$ cat config.mk
export PLATFORM = sky130hd
export DESIGN_NAME = stereo_envelope_ratio_shaper_core
export DESIGN_NICKNAME = d
export VERILOG_FILES = /design/src/sv/srs_pkg.sv /design/src/sv/srs_mul.sv /design/src/sv/srs_div.sv /design/src/sv/stereo_envelope_ratio_shaper_core.sv
export SDC_FILE = /design/constraint.sdc
export NUM_CORES = 2
export LEC_CHECK = 0
export BUFFER_PORTS_ARGS = -buffer_cell sky130_fd_sc_hd__buf_2
export CAP_MARGIN = 20
export CORE_MARGIN = 2
export CORE_UTILIZATION = 35
export DETAILED_ROUTE_END_ITERATION = 7
export SYNTH_ARGS = -nofsm -noshare
export SYNTH_HDL_FRONTEND = slang
export SYNTH_SLANG_ARGS = --single-unit
$ cat constraint.sdc
create_clock -name clock -period 13.3 [get_ports clock]
set_input_delay 3.99 -clock clock [delete_from_list [all_inputs] [get_ports clock]]
set_output_delay 3.99 -clock clock [all_outputs]
set_load 0.03 [all_outputs]
$ cat src/sv/srs_pkg.sv
`default_nettype none
// ----------------------------------------------------------------------------
// Stereo envelope ratio shaper package
// Shared widths, register indexes, reset values, sequencer states and the
// control and status bundles of the divider.
// ----------------------------------------------------------------------------
package srs_pkg;

   localparam int COEF_WIDTH         = 24;
   localparam int FACTOR_WIDTH       = 24;
   localparam int GAIN_FRAC_BITS     = 20;

   localparam int DEF_SAMPLE_WIDTH   = 24;
   localparam int DEF_ENV_WIDTH      = 32;
   localparam int DEF_FACTOR_FRAC    = 16;

   localparam int CSR_INDEX_WIDTH    = 2;
   localparam logic [CSR_INDEX_WIDTH-1:0] CSR_GAIN       = 2'd0;
   localparam logic [CSR_INDEX_WIDTH-1:0] CSR_FAST_ALPHA = 2'd1;
   localparam logic [CSR_INDEX_WIDTH-1:0] CSR_SLOW_ALPHA = 2'd2;

   localparam logic [COEF_WIDTH-1:0] GAIN_RESET       = 24'd1048576;
   localparam logic [COEF_WIDTH-1:0] FAST_ALPHA_RESET = 24'd8388608;
   localparam logic [COEF_WIDTH-1:0] SLOW_ALPHA_RESET = 24'd1048576;

   typedef enum logic [11:0] {
      ST_IDLE = 12'b0000_0000_0001,
      ST_GAIN = 12'b0000_0000_0010,
      ST_GSAT = 12'b0000_0000_0100,
      ST_DIF  = 12'b0000_0000_1000,
      ST_HI   = 12'b0000_0001_0000,
      ST_LO   = 12'b0000_0010_0000,
      ST_UPD  = 12'b0000_0100_0000,
      ST_DCHK = 12'b0000_1000_0000,
      ST_DIV  = 12'b0001_0000_0000,
      ST_OMUL = 12'b0010_0000_0000,
      ST_OSAT = 12'b0100_0000_0000,
      ST_DONE = 12'b1000_0000_0000
   } srs_state_type;

   typedef struct packed {
      logic start;
   } srs_div_ctl_type;

   typedef struct packed {
      logic busy;
      logic done;
   } srs_div_sts_type;

endpackage
`default_nettype wire

$ cat src/sv/srs_mul.sv
`default_nettype none
// ----------------------------------------------------------------------------
// Shared multiplier
// Unsigned multiplier with a registered product, shared by the gain, the
// envelope followers and the output scaling.
// ----------------------------------------------------------------------------
module srs_mul #(
   parameter int A_WIDTH = srs_pkg::COEF_WIDTH,
   parameter int B_WIDTH = srs_pkg::COEF_WIDTH
) (
   input  logic                       clock,
   input  logic [A_WIDTH-1:0]         mul_a,
   input  logic [B_WIDTH-1:0]         mul_b,
   output logic [A_WIDTH+B_WIDTH-1:0] mul_p
);

   logic [A_WIDTH+B_WIDTH-1:0] prod_ff;
   logic [A_WIDTH+B_WIDTH-1:0] prod_in;

   assign prod_in = mul_a * mul_b;

   always_ff @(posedge clock) begin
      prod_ff <= prod_in;
   end

   assign mul_p = prod_ff;

endmodule
`default_nettype wire

$ cat src/sv/srs_div.sv
`default_nettype none
// ----------------------------------------------------------------------------
// Envelope ratio divider
// Restoring divider that forms fast * 2^FACTOR_FRAC_BITS / slow one quotient
// bit per cycle, saturating to all ones when the quotient would overflow.
// ----------------------------------------------------------------------------
module srs_div #(
   parameter int ENV_WIDTH        = srs_pkg::DEF_ENV_WIDTH,
   parameter int FACTOR_FRAC_BITS = srs_pkg::DEF_FACTOR_FRAC
) (
   input  logic                                clock,
   input  logic                                reset,
   input  srs_pkg::srs_div_ctl_type            div_ctl,
   input  logic [ENV_WIDTH-1:0]                div_dividend,
   input  logic [ENV_WIDTH-1:0]                div_divisor,
   output srs_pkg::srs_div_sts_type            div_sts,
   output logic [srs_pkg::FACTOR_WIDTH-1:0]    div_quotient
);

   import srs_pkg::*;

   localparam int SH   = FACTOR_WIDTH - FACTOR_FRAC_BITS;
   localparam int CNTW = $clog2(FACTOR_WIDTH + 1);

   logic [ENV_WIDTH-1:0]    rem_ff, rem_in;
   logic [ENV_WIDTH-1:0]    dvs_ff, dvs_in;
   logic [FACTOR_WIDTH-1:0] feed_ff, feed_in;
   logic [FACTOR_WIDTH-1:0] quo_ff, quo_in;
   logic [CNTW-1:0]         cnt_ff, cnt_in;
   logic                    busy_ff, busy_in;
   logic                    done_ff, done_in;

   logic [ENV_WIDTH+SH-1:0] limit;
   logic                    over;
   logic [ENV_WIDTH:0]      rem_sh;
   logic [ENV_WIDTH:0]      rem_diff;
   logic                    ge;

   assign limit    = {div_divisor, {SH{1'b0}}};
   assign over     = (ENV_WIDTH + SH)'(div_dividend) >= limit;
   assign rem_sh   = {rem_ff, feed_ff[FACTOR_WIDTH-1]};
   assign rem_diff = rem_sh - {1'b0, dvs_ff};
   assign ge       = rem_sh >= {1'b0, dvs_ff};

   always_comb begin
      rem_in  = rem_ff;
      dvs_in  = dvs_ff;
      feed_in = feed_ff;
      quo_in  = quo_ff;
      cnt_in  = cnt_ff;
      busy_in = busy_ff;
      done_in = 1'b0;
      if (div_ctl.start) begin
         dvs_in = div_divisor;
         if (over) begin
            quo_in  = '1;
            done_in = 1'b1;
         end else begin
            rem_in  = ENV_WIDTH'(div_dividend >> SH);
            feed_in = {div_dividend[SH-1:0], {FACTOR_FRAC_BITS{1'b0}}};
            quo_in  = '0;
            cnt_in  = CNTW'(FACTOR_WIDTH);
            busy_in = 1'b1;
         end
      end else if (busy_ff) begin
         rem_in  = ge ? rem_diff[ENV_WIDTH-1:0] : rem_sh[ENV_WIDTH-1:0];
         feed_in = feed_ff << 1;
         quo_in  = {quo_ff[FACTOR_WIDTH-2:0], ge};
         cnt_in  = cnt_ff - CNTW'(1);
         if (cnt_ff == CNTW'(1)) begin
            busy_in = 1'b0;
            done_in = 1'b1;
         end
      end
   end

   always_ff @(posedge clock) begin
      if (reset) begin
         busy_ff <= 1'b0;
         done_ff <= 1'b0;
         cnt_ff  <= '0;
      end else begin
         busy_ff <= busy_in;
         done_ff <= done_in;
         cnt_ff  <= cnt_in;
      end
   end

   always_ff @(posedge clock) begin
      rem_ff  <= rem_in;
      dvs_ff  <= dvs_in;
      feed_ff <= feed_in;
      quo_ff  <= quo_in;
   end

   assign div_sts.busy = busy_ff;
   assign div_sts.done = done_ff;
   assign div_quotient = quo_ff;

endmodule
`default_nettype wire

$ cat src/sv/stereo_envelope_ratio_shaper_core.sv
`default_nettype none
// ----------------------------------------------------------------------------
// Stereo envelope ratio shaper
// Gains each channel, runs a fast and a slow envelope follower per channel and
// scales the gained sample by the held fast/slow envelope ratio.
// ----------------------------------------------------------------------------
// The divider runs its bit-serial loop only for a channel whose slow envelope
// is nonzero and whose ratio does not saturate. It produces one quotient bit
// per cycle, while the single shared multiplier serializes the gain, follower
// and output products. A new pair is taken once the previous result sits in
// the output register.
module stereo_envelope_ratio_shaper_core #(
   parameter int SAMPLE_WIDTH     = srs_pkg::DEF_SAMPLE_WIDTH,
   parameter int ENV_WIDTH        = srs_pkg::DEF_ENV_WIDTH,
   parameter int FACTOR_FRAC_BITS = srs_pkg::DEF_FACTOR_FRAC
) (
   input  logic                                 clock,
   input  logic                                 reset,
   input  logic                                 csr_write,
   input  logic [srs_pkg::CSR_INDEX_WIDTH-1:0]  csr_index,
   input  logic [srs_pkg::COEF_WIDTH-1:0]       csr_data,
   input  logic                                 req_valid,
   output logic                                 req_stall,
   input  logic signed [SAMPLE_WIDTH-1:0]       req_sample_left,
   input  logic signed [SAMPLE_WIDTH-1:0]       req_sample_right,
   input  logic                                 req_block_start,
   output logic                                 rsp_valid,
   input  logic                                 rsp_stall,
   output logic signed [SAMPLE_WIDTH-1:0]       rsp_out_left,
   output logic signed [SAMPLE_WIDTH-1:0]       rsp_out_right
);

   import srs_pkg::*;

   localparam int SW     = SAMPLE_WIDTH;
   localparam int EW     = ENV_WIDTH;
   localparam int CW     = COEF_WIDTH;
   localparam int MUL_AW = (SW > CW) ? SW : CW;
   localparam int PW     = MUL_AW + CW;
   localparam logic [PW-1:0] HALF_P = PW'(1) << (SW - 1);
   localparam logic [PW-1:0] MAXP_P = HALF_P - PW'(1);

   srs_state_type          state_ff, state_in;
   logic [CW-1:0]          gain_ff, gain_in;
   logic [CW-1:0]          fast_alpha_ff, fast_alpha_in;
   logic [CW-1:0]          slow_alpha_ff, slow_alpha_in;
   logic [SW-1:0]          samp_ff [2];
   logic [SW-1:0]          samp_in [2];
   logic                   ch_ff, ch_in;
   logic                   slow_ff, slow_in;
   logic                   bank_ff, bank_in;
   logic [SW-1:0]          gmag_ff, gmag_in;
   logic                   neg_ff, neg_in;
   logic [EW-1:0]          m_ff, m_in;
   logic [EW-1:0]          d_ff, d_in;
   logic                   up_ff, up_in;
   logic [2*CW-1:0]        acc_ff, acc_in;
   logic [EW-1:0]          fe_ff, fe_in;
   logic [EW-1:0]          se_ff, se_in;
   logic [FACTOR_WIDTH-1:0] held_ff, held_in;
   logic [SW-1:0]          res_ff [2];
   logic [SW-1:0]          res_in [2];
   logic [SW-1:0]          rsp_left_ff, rsp_left_in;
   logic [SW-1:0]          rsp_right_ff, rsp_right_in;
   logic                   rsp_valid_ff, rsp_valid_in;
   logic [EW-1:0]          env_ff [2][2][2];
   logic [EW-1:0]          env_in [2][2][2];

   logic                   req_accept;
   logic                   rsp_load;
   logic [MUL_AW-1:0]      mul_a;
   logic [CW-1:0]          mul_b;
   logic [PW-1:0]          mul_p;
   srs_div_ctl_type        div_ctl;
   srs_div_sts_type        div_sts;
   logic [FACTOR_WIDTH-1:0] div_quotient;

   logic [SW-1:0]          samp_sel;
   logic [SW-1:0]          xmag;
   logic [CW-1:0]          alpha_sel;
   logic [EW-1:0]          env_cur;
   logic [EW+CW-1:0]       dx;
   logic [2*CW:0]          step_sum;
   logic [EW-1:0]          step;
   logic [EW-1:0]          env_new;
   logic [SW-1:0]          gmag_new;
   logic [SW+EW-1:0]       gm_wide;
   logic [SW-1:0]          omag;
   logic [SW-1:0]          res_new;

   function automatic logic [SW-1:0] sat_mag(input logic neg, input logic [PW-1:0] v);
      logic [SW-1:0] r;
      if (neg) begin
         r = (v > HALF_P) ? HALF_P[SW-1:0] : v[SW-1:0];
      end else begin
         r = (v > MAXP_P) ? MAXP_P[SW-1:0] : v[SW-1:0];
      end
      return r;
   endfunction

   srs_mul #(
      .A_WIDTH (MUL_AW),
      .B_WIDTH (CW)
   ) u_mul (
      .clock (clock),
      .mul_a (mul_a),
      .mul_b (mul_b),
      .mul_p (mul_p)
   );

   srs_div #(
      .ENV_WIDTH        (EW),
      .FACTOR_FRAC_BITS (FACTOR_FRAC_BITS)
   ) u_div (
      .clock        (clock),
      .reset        (reset),
      .div_ctl      (div_ctl),
      .div_dividend (fe_ff),
      .div_divisor  (se_ff),
      .div_sts      (div_sts),
      .div_quotient (div_quotient)
   );

   assign req_stall  = (state_ff != ST_IDLE);
   assign req_accept = req_valid && !req_stall;
   assign rsp_load   = (state_ff == ST_DONE) && (!rsp_valid_ff || !rsp_stall);

   assign samp_sel  = samp_ff[ch_ff];
   assign xmag      = samp_sel[SW-1] ? (~samp_sel + SW'(1)) : samp_sel;
   assign alpha_sel = slow_ff ? slow_alpha_ff : fast_alpha_ff;
   assign env_cur   = env_ff[ch_ff][slow_ff][bank_ff];
   assign dx        = {{CW{1'b0}}, d_ff};
   assign step_sum  = {1'b0, acc_ff} + (2*CW+1)'(mul_p[2*CW-1:CW]);
   assign step      = step_sum[EW-1:0];
   assign env_new   = up_ff ? (env_cur + step) : (env_cur - step);
   assign gmag_new  = sat_mag(samp_sel[SW-1], mul_p >> GAIN_FRAC_BITS);
   assign gm_wide   = {gmag_new, {EW{1'b0}}};
   assign omag      = sat_mag(neg_ff, mul_p >> FACTOR_FRAC_BITS);
   assign res_new   = neg_ff ? (~omag + SW'(1)) : omag;

   always_comb begin
      state_in      = state_ff;
      samp_in       = samp_ff;
      ch_in         = ch_ff;
      slow_in       = slow_ff;
      bank_in       = bank_ff;
      gmag_in       = gmag_ff;
      neg_in        = neg_ff;
      m_in          = m_ff;
      d_in          = d_ff;
      up_in         = up_ff;
      acc_in        = acc_ff;
      fe_in         = fe_ff;
      se_in         = se_ff;
      held_in       = held_ff;
      res_in        = res_ff;
      rsp_left_in   = rsp_left_ff;
      rsp_right_in  = rsp_right_ff;
      env_in        = env_ff;
      mul_a         = '0;
      mul_b         = '0;
      div_ctl.start = 1'b0;
      unique case (state_ff)
         ST_IDLE: begin
            if (req_accept) begin
               samp_in[0] = req_sample_left;
               samp_in[1] = req_sample_right;
               ch_in      = 1'b0;
               slow_in    = 1'b0;
               if (req_block_start) begin
                  held_in = '0;
               end
               state_in = ST_GAIN;
            end
         end
         ST_GAIN: begin
            mul_a    = MUL_AW'(xmag);
            mul_b    = gain_ff;
            state_in = ST_GSAT;
         end
         ST_GSAT: begin
            gmag_in  = gmag_new;
            neg_in   = samp_sel[SW-1];
            m_in     = gm_wide[SW+EW-1:SW];
            state_in = ST_DIF;
         end
         ST_DIF: begin
            up_in    = (m_ff >= env_cur);
            d_in     = (m_ff >= env_cur) ? (m_ff - env_cur) : (env_cur - m_ff);
            state_in = ST_HI;
         end
         ST_HI: begin
            mul_a    = MUL_AW'(dx[2*CW-1:CW]);
            mul_b    = alpha_sel;
            state_in = ST_LO;
         end
         ST_LO: begin
            acc_in   = mul_p[2*CW-1:0];
            mul_a    = MUL_AW'(dx[CW-1:0]);
            mul_b    = alpha_sel;
            state_in = ST_UPD;
         end
         ST_UPD: begin
            env_in[ch_ff][slow_ff][bank_ff] = env_new;
            if (!slow_ff) begin
               fe_in    = env_new;
               slow_in  = 1'b1;
               state_in = ST_DIF;
            end else begin
               se_in    = env_new;
               state_in = ST_DCHK;
            end
         end
         ST_DCHK: begin
            if (se_ff != '0) begin
               div_ctl.start = 1'b1;
               state_in      = ST_DIV;
            end else begin
               state_in = ST_OMUL;
            end
         end
         ST_DIV: begin
            if (div_sts.done) begin
               held_in  = div_quotient;
               state_in = ST_OMUL;
            end
         end
         ST_OMUL: begin
            mul_a    = MUL_AW'(gmag_ff);
            mul_b    = held_ff;
            state_in = ST_OSAT;
         end
         ST_OSAT: begin
            res_in[ch_ff] = res_new;
            if (!ch_ff) begin
               ch_in    = 1'b1;
               slow_in  = 1'b0;
               state_in = ST_GAIN;
            end else begin
               state_in = ST_DONE;
            end
         end
         ST_DONE: begin
            if (rsp_load) begin
               rsp_left_in  = res_ff[0];
               rsp_right_in = res_ff[1];
               bank_in      = ~bank_ff;
               state_in     = ST_IDLE;
            end
         end
         default: begin
            state_in = ST_IDLE;
         end
      endcase
   end

   assign rsp_valid_in = rsp_load || (rsp_valid_ff && rsp_stall);

   always_comb begin
      gain_in       = gain_ff;
      fast_alpha_in = fast_alpha_ff;
      slow_alpha_in = slow_alpha_ff;
      if (csr_write) begin
         unique case (csr_index)
            CSR_GAIN:       gain_in       = csr_data;
            CSR_FAST_ALPHA: fast_alpha_in = csr_data;
            CSR_SLOW_ALPHA: slow_alpha_in = csr_data;
            default: begin
            end
         endcase
      end
   end

   always_ff @(posedge clock) begin
      if (reset) begin
         state_ff      <= ST_IDLE;
         ch_ff         <= 1'b0;
         slow_ff       <= 1'b0;
         bank_ff       <= 1'b0;
         held_ff       <= '0;
         rsp_valid_ff  <= 1'b0;
         gain_ff       <= GAIN_RESET;
         fast_alpha_ff <= FAST_ALPHA_RESET;
         slow_alpha_ff <= SLOW_ALPHA_RESET;
         for (int c = 0; c < 2; c++) begin
            for (int s = 0; s < 2; s++) begin
               for (int b = 0; b < 2; b++) begin
                  env_ff[c][s][b] <= '0;
               end
            end
         end
      end else begin
         state_ff      <= state_in;
         ch_ff         <= ch_in;
         slow_ff       <= slow_in;
         bank_ff       <= bank_in;
         held_ff       <= held_in;
         rsp_valid_ff  <= rsp_valid_in;
         gain_ff       <= gain_in;
         fast_alpha_ff <= fast_alpha_in;
         slow_alpha_ff <= slow_alpha_in;
         env_ff        <= env_in;
      end
   end

   always_ff @(posedge clock) begin
      samp_ff      <= samp_in;
      gmag_ff      <= gmag_in;
      neg_ff       <= neg_in;
      m_ff         <= m_in;
      d_ff         <= d_in;
      up_ff        <= up_in;
      acc_ff       <= acc_in;
      fe_ff        <= fe_in;
      se_ff        <= se_in;
      res_ff       <= res_in;
      rsp_left_ff  <= rsp_left_in;
      rsp_right_ff <= rsp_right_in;
   end

   assign rsp_valid     = rsp_valid_ff;
   assign rsp_out_left  = rsp_left_ff;
   assign rsp_out_right = rsp_right_ff;

`ifndef ASSERT_OFF
   a_div_busy_in_div: assert property (@(posedge clock) disable iff (reset)
      div_sts.busy |-> state_ff == ST_DIV)
      else $error("Divider is busy outside the divide state.");

   a_rsp_from_done: assert property (@(posedge clock) disable iff (reset)
      $rose(rsp_valid_ff) |-> $past(state_ff == ST_DONE))
      else $error("Result became valid without a finished pair.");

   a_held_change: assert property (@(posedge clock) disable iff (reset)
      (!$stable(held_ff) && !$past(reset)) |-> $past(div_sts.done || req_accept))
      else $error("Held factor changed without a divide result or a transfer.");
`endif

endmodule
`default_nettype wire
# Word level (Yosys, flattened, before mapping)
# Index checks and enable logic that the tools add are counted.
# W data, S select, Z words.
[classes] n_addsub=9 n_mul=1 n_lt_le_gt_ge=13 eq_ne=22 n_mux=73 bitwise_logic=7 reduce_logical=30
[ops] cell="$mux W24" n=22
[ops] cell="$mux W128" n=4
[ops] cell="$mux W32" n=10
[ops] cell="$bwmux W256" n=1
[ops] cell="$mux W64" n=4
[ops] cell="$pmux W12 S12" n=1
[ops] cell="$demux W128 S1" n=1
[ops] cell="$sub A32 B32 Y32" n=4
[ops] cell="$pmux W24 S4" n=1
[ops] cell="$pmux W24 S3" n=1
[ops] cell="$demux W64 S1" n=1
[ops] cell="$add A24 B1 Y24 const B" n=2
[ops] cell="$bwmux W48" n=1
[ops] cell="$mul A24 B24 Y48" n=1
[ops] cell="$mux W12" n=4
[ops] cell="$not A24 Y24" n=2
[ops] cell="$pmux W24 S2" n=1
[ops] cell="$ge A32 B40 Y1" n=1
[ops] cell="$ge A33 B32 Y1" n=1
[ops] cell="$add A32 B24 Y32" n=1
[ops] cell="$add A32 B32 Y32" n=1
[ops] cell="$demux W32 S1" n=1
[ops] cell="$ge A32 B32 Y1" n=1
[ops] cell="$gt A32 B23 Y1 const B" n=1
[ops] cell="other kinds (44)" n=87
[word_totals] reg_bits=833 input_bits=80 out_inout_bits=50 elab_cells=193

# Longest topological paths before layout
[logic_depth] word_depth=13 mapped_depth=43

# Hierarchy
# Synthesis repeated with hierarchy kept, for this count alone.
[unflattened] hier_cells=6554 area_unflattened_um2=60190.2
[modules_own_cells] module="stereo_envelope_ratio_shaper_core" n_inst=1 cells_each=3636 area_per_inst_um2=33424.6 seq_area_each_um2=16315.6
[modules_own_cells] module="srs_mul" n_inst=1 cells_each=2217 area_per_inst_um2=20044.2 seq_area_each_um2=960.9
[modules_own_cells] module="srs_div" n_inst=1 cells_each=701 area_per_inst_um2=6721.4 seq_area_each_um2=3022.9

# Least setup slack after synthesis
# OpenSTA, ideal clock, no wires.
[synth_timing] path_kind="reg-to-reg" start="reg ch_ff" end="reg u_mul.prod_ff[46] (netlist: u_mul.mul_p[46])" setup_time_ps=72 arrival_time_ps=9939 path_slack_ps=3289 stages_incl_launch_ff=43 n_path_buf=8 synth_period_minus_slack_ps=10011 path_cell_list="dfxtp_1 > buf_2 > buf_6 > buf_6 > buf_6 > buf_2 > buf_2 > buf_2 > mux2i_1 > ha_1 > inv_1 > nor4_1 > nand2_1 > nor2_1 > a41oi_1 > xor2_1 > o21ai_1 > clkbuf_1 > [... 7 more ...] > inv_1 > fa_1 > fa_1 > inv_1 > fa_1 > inv_1 > ha_1 > a21o_1 > a21o_1 > a21oi_1 > o211ai_1 > a21oi_1 > o311a_1 > nor3_1 > or3b_1 > a221o_1 > a221oi_1 > xnor2_1"
[synth_between] elab_chain_cells=9
[synth_rtl] element="start: declaration" line_no="stereo_envelope_ratio_shaper_core.sv:49" rtl="logic ch_ff, ch_in;"
[synth_rtl] element="start signal: assignment" line_no="stereo_envelope_ratio_shaper_core.sv:294" rtl="ch_ff <= ch_in;"
[synth_rtl] element="$not A1 Y2 (implied by the code) *" line_no="stereo_envelope_ratio_shaper_core.sv:128" rtl="assign samp_sel = samp_ff[ch_ff];"
[synth_rtl] element="$mux W24 (implied by the code) * (3 in series)" line_no="stereo_envelope_ratio_shaper_core.sv:128"
[synth_rtl] element="$not A24 Y24" line_no="stereo_envelope_ratio_shaper_core.sv:129" rtl="assign xmag = samp_sel[SW-1] ? (~samp_sel + SW'(1)) : samp_sel;"
[synth_rtl] element="$add A24 B1 Y24" line_no="stereo_envelope_ratio_shaper_core.sv:129"
[synth_rtl] element="$mux W24 *" line_no="stereo_envelope_ratio_shaper_core.sv:129"
[synth_rtl] element="$pmux W24 S4 *" line_no="stereo_envelope_ratio_shaper_core.sv:163" rtl="unique case (state_ff)"
[synth_rtl] element="$mul A24 B24 Y48 *" line_no="srs_mul.sv:20" rtl="assign prod_in = mul_a * mul_b;"
[synth_rtl] element="net u_mul.prod_in[46]" line_no="srs_mul.sv:18" rtl="logic [A_WIDTH+B_WIDTH-1:0] prod_in;"
[synth_rtl] element="end signal: assignment" line_no="srs_mul.sv:23" rtl="prod_ff <= prod_in;"
[synth_rtl] element="end: declaration" line_no="srs_mul.sv:17" rtl="logic [A_WIDTH+B_WIDTH-1:0] prod_ff;"
# Mark *: on every way through the listed nets, which the timed path passes. The rest lies on a longest branch. The select of a mux whose other input is x is not followed.
# A chain may end at the register's enable or synchronous reset.

# Final worst setup path
# Ends and elaborated chain as after synthesis.

==> impl_summary.log <==
[metrics] outcome: finished, final reports clean
[metrics] fraction of final layout cells sized beyond drive strength 1: 7.885%
[metrics] total I/O pin count: 130
[metrics] VDD IR-drop max: 0.00009433 V
[metrics] total wire length after detailed routing: 191.4 mm
[metrics] post-synthesis register bit count: 817
[metrics] unrepaired setup endpoints after global routing: false
[metrics] wire length of the first global-routing pass: 290.1 mm
[metrics] clock network power share: 41.5%
[metrics] critical path endpoint category: register
[metrics] shortest clock period the worst path allows after layout: 10.04 ns
[metrics] number of flops mapped to enable cells by yosys: 394
[metrics] number of placement rows: 150
[metrics] remaining design rule violation count: 0
[metrics] global-route track usage on met2: 38.05%
[metrics] total core area: 167200 um2
[metrics] switching power total: 1685 uW
[metrics] Mapped Area: 58940 um2
[metrics] post-synthesis cell type count: 103
[metrics] clock-pin slew of the registers on the worst-case setup and hold paths: 0.06 ns
[metrics] cell types occupying the most area after synthesis: sky130_fd_sc_hd__edfxtp_1, sky130_fd_sc_hd__fa_1, sky130_fd_sc_hd__dfxtp_1
[metrics] Chip Height: 414.4 um
[metrics] overflow left after global routing: 0
[metrics] library cell with the largest summed area after synthesis: sky130_fd_sc_hd__edfxtp_1
[metrics] Avg Synthesized Cell Area: 9.152 um2
[metrics] top library cells by usage in the layout, fill and taps aside: sky130_fd_sc_hd__nand2_1, sky130_fd_sc_hd__inv_1, sky130_fd_sc_hd__fa_1, sky130_fd_sc_hd__a21oi_1, sky130_fd_sc_hd__nor2_1
[metrics] portion of synthesized cell area occupied by the leading cell type: 20.07%
[metrics] cell at the slowest stage of the critical path: sky130_fd_sc_hd__dfxtp_4
[metrics] Post-Layout Cell Count: 8738
[metrics] number of design-rule violations left by the first detailed-router iteration: 4175
[metrics] vias in the first global route: 47082
[metrics] number of H-tree levels: 3
[metrics] Final Util: 39.06%
[metrics] CP Max Fanout: 38
[metrics] Fin Clk Skew: 0.06378 ns
[metrics] antenna-violating nets left: 0
[metrics] switching portion of total power: 28.13%
[metrics] area delta synth->final: 10.82%
[metrics] global-route usage over all layers: 21.96%
[metrics] achievable clock frequency: 0.09965 GHz
[metrics] TritonCTS buffer count: 89
[metrics] detailed placer's ending HPWL: 142.4 mm
[metrics] Critical Path AT: 10.65 ns
[metrics] leakage power summed over all cells: 0.02809 uW
[metrics] final hold violations: 0
[metrics] Post-Place Cells: 8559
[metrics] post-DR vias/cell: 5.394
[metrics] worst setup slack after placement: 3.256 ns
[metrics] post-layout net count: 7357
[metrics] power per cell area: 91.72 nW/um2
[metrics] hold_buf cts: 0
[metrics] Root Buffer: sky130_fd_sc_hd__clkbuf_16
[metrics] Final Slew Violations: 0
[metrics] primary flip-flop cell chosen by synthesis mapping: sky130_fd_sc_hd__dfxtp_1
[metrics] Horiz. Die Dim: 414.4 um
[metrics] global routing usage on met1: 27.29%
[metrics] Worst path most repeated cell: sky130_fd_sc_hd__fa_1
[metrics] initial antenna violation count: 28
[metrics] filler instances: 16538
[metrics] CTS resizes: 0
[metrics] cell count after synthesis: 6440
[metrics] sequential power share: 46.1%
[metrics] total setup buffers inserted after CTS: 0
[metrics] highest cell delay on the worst timing path: 0.72 ns
[metrics] initial core utilization: 35.25%
[metrics] clock sink total: 817
[metrics] met3 Track Usage GR: 2.872%
[metrics] required time worst endpoint: 13.91 ns
[metrics] yosys synthesis warning count: 0
[metrics] worst relative slew slack: 24.96%
[metrics] average wire per cell in the routed design: 21.91 um
[metrics] Placer Congestion: 0.9616
[metrics] sequential element share of the synthesized area: 34.44%
[metrics] fraction of the cycle the final worst path needs: 75.45%
[metrics] buffer levels on the longest clock path: 3
[metrics] # Max-Cap Violations: 0
[metrics] clock tree from TritonCTS: done
[metrics] element type at the critical path start: register
[metrics] largest net degree at the start of global routing: 103
[metrics] most frequent standard cell in the layout excluding fill and tap cells: sky130_fd_sc_hd__nand2_1
[metrics] ys async rst share: 0%
[metrics] router iterations before antenna repair: 6
[metrics] internal power: 4306 uW
[metrics] Finish-stage setup viols: 0
[metrics] total via count in the routed design: 47135
[metrics] summed negative setup slack over all endpoints: 0 ns
[metrics] number of buffers inserted by port buffering: 129
[metrics] measured slew at the worst slew-check pin: 1.126 ns
[metrics] Min-Delay Path Class: register to register
[metrics] part of the total power dissipated in combinational logic: 12.4%
[metrics] Worst Setup Slack, final: 3.265 ns
[metrics] net count of the mapped netlist: 7343
[metrics] worst skew pair latency: 0.74 ns
[metrics] die footprint: 171700 um2
[metrics] class of the most critical setup path: register to register
[metrics] busiest layer in global routing: met2
cell usage after synthesis, types with 53 or more instances:
| cell type | instances |
|---|---|
| sky130_fd_sc_hd__dfxtp_1 | 423 |
| sky130_fd_sc_hd__nor2_1 | 435 |
| sky130_fd_sc_hd__a22oi_1 | 130 |
| sky130_fd_sc_hd__nand2_1 | 1198 |
| sky130_fd_sc_hd__inv_1 | 757 |
| sky130_fd_sc_hd__clkbuf_1 | 276 |
| sky130_fd_sc_hd__ha_1 | 337 |
| sky130_fd_sc_hd__a21oi_1 | 482 |
| sky130_fd_sc_hd__xnor2_1 | 132 |
| sky130_fd_sc_hd__edfxtp_1 | 394 |
| sky130_fd_sc_hd__nand3_1 | 57 |
| sky130_fd_sc_hd__xor2_1 | 68 |
| sky130_fd_sc_hd__a21o_1 | 139 |
| sky130_fd_sc_hd__o21ai_0 | 118 |
| sky130_fd_sc_hd__o21a_1 | 53 |
| sky130_fd_sc_hd__and2_1 | 108 |
| sky130_fd_sc_hd__nor3_1 | 65 |
| sky130_fd_sc_hd__mux2i_1 | 98 |
| sky130_fd_sc_hd__fa_1 | 486 |
cells by family (layout without fill, tap and decap cells):
family	count (synthesis)	after routing	synth area share, %
AO/OA/AOI/OAI	1274	1274	14.03
XOR/XNOR	201	201	3.012
adder cells (fa/ha/maj)	823	823	23.66
buffers and inverters	1080	1171	6.982
flip-flops	817	817	34.44
multiplexers	115	115	2.104
other	0	3	0
AND/OR/NAND/NOR	2130	2130	15.78
metal layers:
layer  vias up  share of wire [%]
met3       414                6.1
met4         6                4.7
met1     23485                 40
li1      21543                  -
met2      1687                 49
met5         -              0.018
area by class of cell:
type | instances | area [um2] | share of cell area (%)
Inverter | 759 | 2849 | 4.362
Multi-Input combinational cell | 4543 | 34810 | 53.29
Tap cell | 2204 | 2758 | 4.222
Clock buffer | 133 | 2599 | 3.979
Antenna cell | 3 | 7.507 | 0.01149
Clock inverter | 35 | 367.9 | 0.5632
Timing Repair Buffer | 244 | 1624 | 2.486
Sequential cell | 817 | 20300 | 31.09
per-stage QoR:
| stage | power, uW | hold slack, ns | area [um2] |
|---|---|---|---|
| after floorplan | 3214 | 0.3855 | 58940 |
| after global placement | 3531 | 0.3896 | 62140 |
| after detailed placement | 3542 | 0.3887 | 62200 |
| after CTS | 6026 | 0.4025 | 65170 |
| after global routing | 6176 | 0.4076 | 65310 |
| final | 5991 | 0.4030 | 65320 |
power groups by stage:
| stage | logic [uW] | clock network (uW) | registers, uW |
|---|---|---|---|
| 2_1_floorplan | 421 | 0 | 2790 |
| 6_report | 742 | 2490 | 2760 |
| 4_1_cts | 729 | 2530 | 2760 |
| 3_3_place_gp | 715 | 0 | 2820 |
| 3_5_place_dp | 725 | 0 | 2820 |
| 5_1_grt | 788 | 2620 | 2760 |
final timing paths:
| path | from | to | slack (ns) | cells past startpoint |
|---|---|---|---|---|
| worst max-delay path | ch_ff$_SDFFE_PP0P_ | u_mul.mul_p[46]$_DFF_P_ | 3.26 | 30 |
| worst min-delay path | u_mul.mul_p[1]$_DFF_P_ | acc_ff[1]$_DFFE_PN_ | 0.40 | 0 |
| worst max register to register | ch_ff$_SDFFE_PP0P_ | u_mul.mul_p[46]$_DFF_P_ | 3.26 | 30 |
| worst min register to register | u_mul.mul_p[1]$_DFF_P_ | acc_ff[1]$_DFFE_PN_ | 0.40 | 0 |
registers in the layout (all words and copies together), names as in the netlist, 24 cells and up:
name,flops
se_ff,32
res_ff,48
acc_ff,32
env_ff,256
held_ff,24
fe_ff,32
u_mul.mul_p,48
rsp_out_left,24
d_ff,32
slow_alpha_ff,24
rsp_out_right,24
gain_ff,24
samp_ff,48
u_div.div_quotient,24
fast_alpha_ff,24
u_div.rem_ff,32
gmag_ff,24
u_div.dvs_ff,32
worst max-delay path: cells and delay by family (launching register included):
kind	cells	cell delay (ns)
muxes	1	0.64
buffers and inverters	4	0.21
AOI/OAI and AO/OA	10	2.67
and+or+nand+nor	5	1.34
xor gates and xnor gates	2	0.37
adders and majority gates	8	3.93
DFF	1	0.72
(Power assumes the default switching activity.)
